File: config.mk
export PLATFORM = sky130hd
export DESIGN_NAME = psdc_ctrl
export DESIGN_NICKNAME = d
export VERILOG_FILES = /design/src/rtl/psdc_pkg.sv /design/src/rtl/psdc_ctrl.sv
export SDC_FILE = /design/constraint.sdc
export NUM_CORES = 1
export LEC_CHECK = 0
export ABC_AREA = 1
export BUFFER_PORTS_ARGS = -buffer_cell sky130_fd_sc_hd__buf_2
export CAP_MARGIN = 30
export CORE_MARGIN = 3
export CORE_UTILIZATION = 23
export CTS_CLUSTER_SIZE = 30
export DETAILED_ROUTE_END_ITERATION = 8
export SYNTH_ARGS = -nofsm -noshare
export SYNTH_HDL_FRONTEND = slang
export SYNTH_SLANG_ARGS = --single-unit
File: constraint.sdc
create_clock -name i_clk -period 1.3 [get_ports i_clk]
set_input_delay 0.26 -clock i_clk [delete_from_list [all_inputs] [get_ports i_clk]]
set_output_delay 0.26 -clock i_clk [all_outputs]
set_load 0.02 [all_outputs]
File: src/rtl/psdc_pkg.sv
// Package of shared constants, types and a helper function for the distinct address counter.
`default_nettype none

package psdc_pkg;

    localparam int ADDR_W          = 48;
    localparam int RSSI_W          = 8;
    localparam int FC_W            = 8;
    localparam int CMD_W           = 2;
    localparam int COUNT_W         = 9;
    localparam int TABLE_DEPTH_DEF = 256;

    localparam logic [CMD_W-1:0]  CMD_WIFI   = 2'd0;
    localparam logic [CMD_W-1:0]  CMD_BLE    = 2'd1;
    localparam logic [CMD_W-1:0]  CMD_REPORT = 2'd2;

    localparam logic signed [RSSI_W-1:0] RSSI_THRESHOLD_RESET = -8'sd100;

    localparam logic [FC_W-1:0] FC_TYPE_MASK    = 8'h0C;
    localparam logic [FC_W-1:0] FC_SUBTYPE_MASK = 8'hF0;
    localparam logic [FC_W-1:0] FC_PROBE_REQ    = 8'h40;

    // Commands from the controller to the datapath.
    typedef struct packed {
        logic capture;
        logic scan_init;
        logic scan_step;
        logic finish_plain;
        logic finish_new;
        logic load_out;
    } t_cmd;

    // Status from the datapath to the controller.
    typedef struct packed {
        logic is_report;
        logic keep;
        logic hit;
        logic scan_end;
        logic out_free;
    } t_status;

    typedef enum logic [3:0] {
        S_IDLE = 4'b0001,
        S_EVAL = 4'b0010,
        S_SCAN = 4'b0100,
        S_DONE = 4'b1000
    } t_state;

    // Reverses the six bytes of an address.
    function automatic logic [ADDR_W-1:0] reverse_bytes(input logic [ADDR_W-1:0] a);
        logic [ADDR_W-1:0] r;
        r = '0;
        for (int i = 0; i < ADDR_W / 8; i++) begin
            r[8*i +: 8] = a[ADDR_W-8-8*i +: 8];
        end
        return r;
    endfunction

endpackage

`default_nettype wire

File: src/rtl/psdc_ctrl.sv
// Controller state machine that sequences capture, table scan, update and result hand-off.
`default_nettype none

module psdc_ctrl
    import psdc_pkg::*;
(
    input  wire logic    i_clk,
    input  wire logic    i_rst_n,
    input  wire logic    i_in_valid,
    output logic         o_in_ready,
    input  wire t_status i_status,
    output t_cmd         o_cmd
);
    t_state r_state;
    t_state n_state;

    always_comb begin
        n_state    = r_state;
        o_cmd      = '0;
        o_in_ready = 1'b0;
        case (r_state)
            S_IDLE: begin
                o_in_ready = 1'b1;
                if (i_in_valid) begin
                    o_cmd.capture = 1'b1;
                    n_state       = S_EVAL;
                end
            end
            S_EVAL: begin
                if (i_status.is_report || !i_status.keep) begin
                    o_cmd.finish_plain = 1'b1;
                    n_state            = S_DONE;
                end else begin
                    o_cmd.scan_init = 1'b1;
                    n_state         = S_SCAN;
                end
            end
            S_SCAN: begin
                if (i_status.hit) begin
                    o_cmd.finish_plain = 1'b1;
                    n_state            = S_DONE;
                end else if (i_status.scan_end) begin
                    o_cmd.finish_new = 1'b1;
                    n_state          = S_DONE;
                end else begin
                    o_cmd.scan_step = 1'b1;
                end
            end
            S_DONE: begin
                if (i_status.out_free) begin
                    o_cmd.load_out = 1'b1;
                    n_state        = S_IDLE;
                end
            end
            default: begin
                n_state = S_IDLE;
            end
        endcase
    end

    always_ff @(posedge i_clk) begin
        if (!i_rst_n) begin
            r_state <= S_IDLE;
        end else begin
            r_state <= n_state;
        end
    end
endmodule

`default_nettype wire

==> results.toml <==
[placed_design]
port_buffers = 14
gp_congestion = 0.723
hpwl_um = 607
dpl_worst_slack_ns = 0.0410

[floorplan]
io_pins = 15
coreArea_um2 = 1170
die_w_um = 42.2
rows = 12
die_area_um2 = 1780
initial_core_util = 0.257
die_h_um = 42.2

[timing]
hold_viol = 0
layout_setup_ws_ns = -0.137
hold_slack_ns = 0.242
slew_headroom = 0.896
max_freq_mhz = 696
setup_viol = 7
tightest_slew_ns = 0.157
fin_skew_ns = 0.000987
final.period_utilization = 1.11
layout_min_cycle_time_ns = 1.44
rsz0062_at_grt = "yes"
slew_viol_final = 0

[setup_path]
worstPathRequired_ns = 1.04
critical_path.startpoint_type = "register"
crit_type = "register to primary output"
critPathCaptureType = "primary output"
r2r_slack_ns = 0.11
worstSetupEndpoint = "o_cmd[4]"
worstRegToRegCells = 8
r2r-end = "r_state[3]"
arrival_ns = 1.18
startpoint = "r_state[2]"
r2r_start = "r_state[2]"
crit_fanout = 3

[final_layout]
num_antenna_cells = 0
reg_top3 = "r_state: 4 flops"
regMostFlops = "r_state"
largest_register_ffs = 4
finalNetCount = 82
area_delta_synth_final_pct = 71.8
drive_gt1_frac = 0.556

[global_routing]
grt_usage = 0.0862
grt_overflow_total = 0
antenna_found_initial = 0
grt_pass1_vias = 311
grt_pass1_wl_um = 1120
grt_max_degree = 6

[worst_hold_path]
worst_hold_path_type = "primary input to register"

[power]
p_leak_nw = 0.293
vdd_ir_drop_max_mv = 0.347
p_sw_frac = 0.358
p_seq_frac = 0.297
p_clk_frac = 0.279
p_sw_mw = 0.191
comb_power_share = 0.424
internal-power_mw = 0.343
power_per_cell_area_nw_per_um2 = 1030

[synthesis]
synth_top_area_cell = "dfxtp_1"
avgSynthCellArea_um2 = 5.91
ys_types = 13
synth_sequential_area_ratio = 0.266
synthesis.nets = 59
synth_area_um2 = 302
syn_inst = 51
yosysWarnings = 0
ys_ff_latch = 4
yosysTopAreaCellShare = 0.266
synthTopCellsByArea = "dfxtp_1 27%, inv_1 14%, nand2_1 14%"

[routing]
drc = 0
post_drt_wl_per_cell_um = 9.17
totalWireLength_um = 789
postRouteAntennaNets = 0
dr.first_iter.drc_count = 19
dr.pass1.iters = 4
dr_total_vias = 371
vias_per_cell = 4.31

[clocking]
hold_buffers = 0
path_clk_slew_ns = 0.04
ctsLongestPathBuffers = 2
insertion_delay_ns = 0.23
root_buffer = "clkbuf_4"
cts_tree = "yes"
cts_max_level = 1
clkSinkCount = 4
cts_made_buffers = 3

[outcome]
failed_checks = "negative setup slack"
status = "complete, but fails checks"

[run]
cap_violations = 0
-- cell type report --
| type | instances | area [µm²] |
|---|---|---|
| Inverter | 11 | 41.3 |
| Fill cell | 130 | 653 |
| Clock buffer | 3 | 22.5 |
| Tap cell | 14 | 17.5 |
| Multi-Input combinational cell | 35 | 203 |
| Sequential cell | 4 | 90.1 |
| Timing Repair Buffer | 19 | 144 |
-- logic make-up (layout without fill, tap and decap cells) --
kind of cell | after synthesis | count (layout) | share of synthesized area
flops | 4 | 4 | 0.266
simple gates | 34 | 34 | 0.544
compound gates | 1 | 1 | 0.0291
buf+inv | 12 | 33 | 0.162
-- layout by cell type, fill, tap and decap left out --
master     n
a21oi_2    1
buf_2      7
buf_4      7
buf_6      5
clkbuf_4   3
dfxtp_2    2
dfxtp_4    2
inv_1      8
inv_2      3
nand2_1   10
nand2_4    1
nand3_1    5
nand3_2    2
nand4_1    1
nor2_1     7
nor2_2     3
nor2_4     2
nor3_1     1
nor3b_2    1
or2_4      1
-- cell usage after synthesis (all sizes together) --
cell type,instances
a21oi,1
buf,1
dfxtp,4
inv,11
nand2,11
nand3,7
nand4,1
nor2,12
nor3,1
nor3b,1
or2,1
-- power groups by stage --
stage | sequential, mW | clock (mW) | combinational, mW
2_1_floorplan | 0.151 | 0 | 0.116
3_3_place_gp | 0.152 | 0 | 0.165
3_5_place_dp | 0.152 | 0 | 0.165
4_1_cts | 0.156 | 0.155 | 0.201
5_1_grt | 0.160 | 0.162 | 0.242
6_report | 0.158 | 0.149 | 0.226
-- how the worst min path moves through the flow --
| stage | start | to | slack [ns] | cells after the start |
|---|---|---|---|---|
| global placement | i_rst_n | r_state[0] | 0.48 | 2 |
| CTS | i_rst_n | r_state[0] | 0.24 | 2 |
| floorplan | i_rst_n | r_state[0] | 0.34 | 1 |
| global route | i_rst_n | r_state[0] | 0.24 | 2 |
| finish | i_rst_n | r_state[0] | 0.24 | 2 |
| detailed placement | i_rst_n | r_state[0] | 0.48 | 2 |
-- stage by stage --
stage | util | instances | instance area [µm²] | total power, mW | setup TNS, ns
global route | 0.442 | 86 | 518 | 0.565 | -0.994
global placement | 0.343 | 80 | 402 | 0.317 | 0
finish | 0.442 | 86 | 518 | 0.534 | -0.565
floorplan | - | 51 | 307 | 0.267 | 0
CTS | 0.416 | 84 | 487 | 0.512 | -0.711
detailed placement | 0.343 | 80 | 402 | 0.317 | 0
-- what timing repair did --
item	in CTS	in global routing
cloned	0	0
setup endpoints to repair	7	7
pin swaps	5	4
setup buffers	1	2
resized for setup	23	5
-- layer usage --
layer | track usage | part of all wire | routed length, µm | up-vias
li1 | - | - | - | 200
met1 | 0.0758 | 0.40 | 319 | 153
met2 | 0.155 | 0.51 | 405 | 16
met3 | 0.0386 | 0.072 | 57 | 2
met4 | 0.0559 | 0.0089 | 7 | 0
met5 | 0 | 0 | 0 | -
-- worst max-delay path: stages, from the launching register on --
cell     delay [ns]
dfxtp_4        0.35
nor2_4         0.13
nand3_2        0.08
or2_4          0.24
inv_2          0.05
buf_6          0.10
Note: power is estimated with default switching activity, not from simulation.
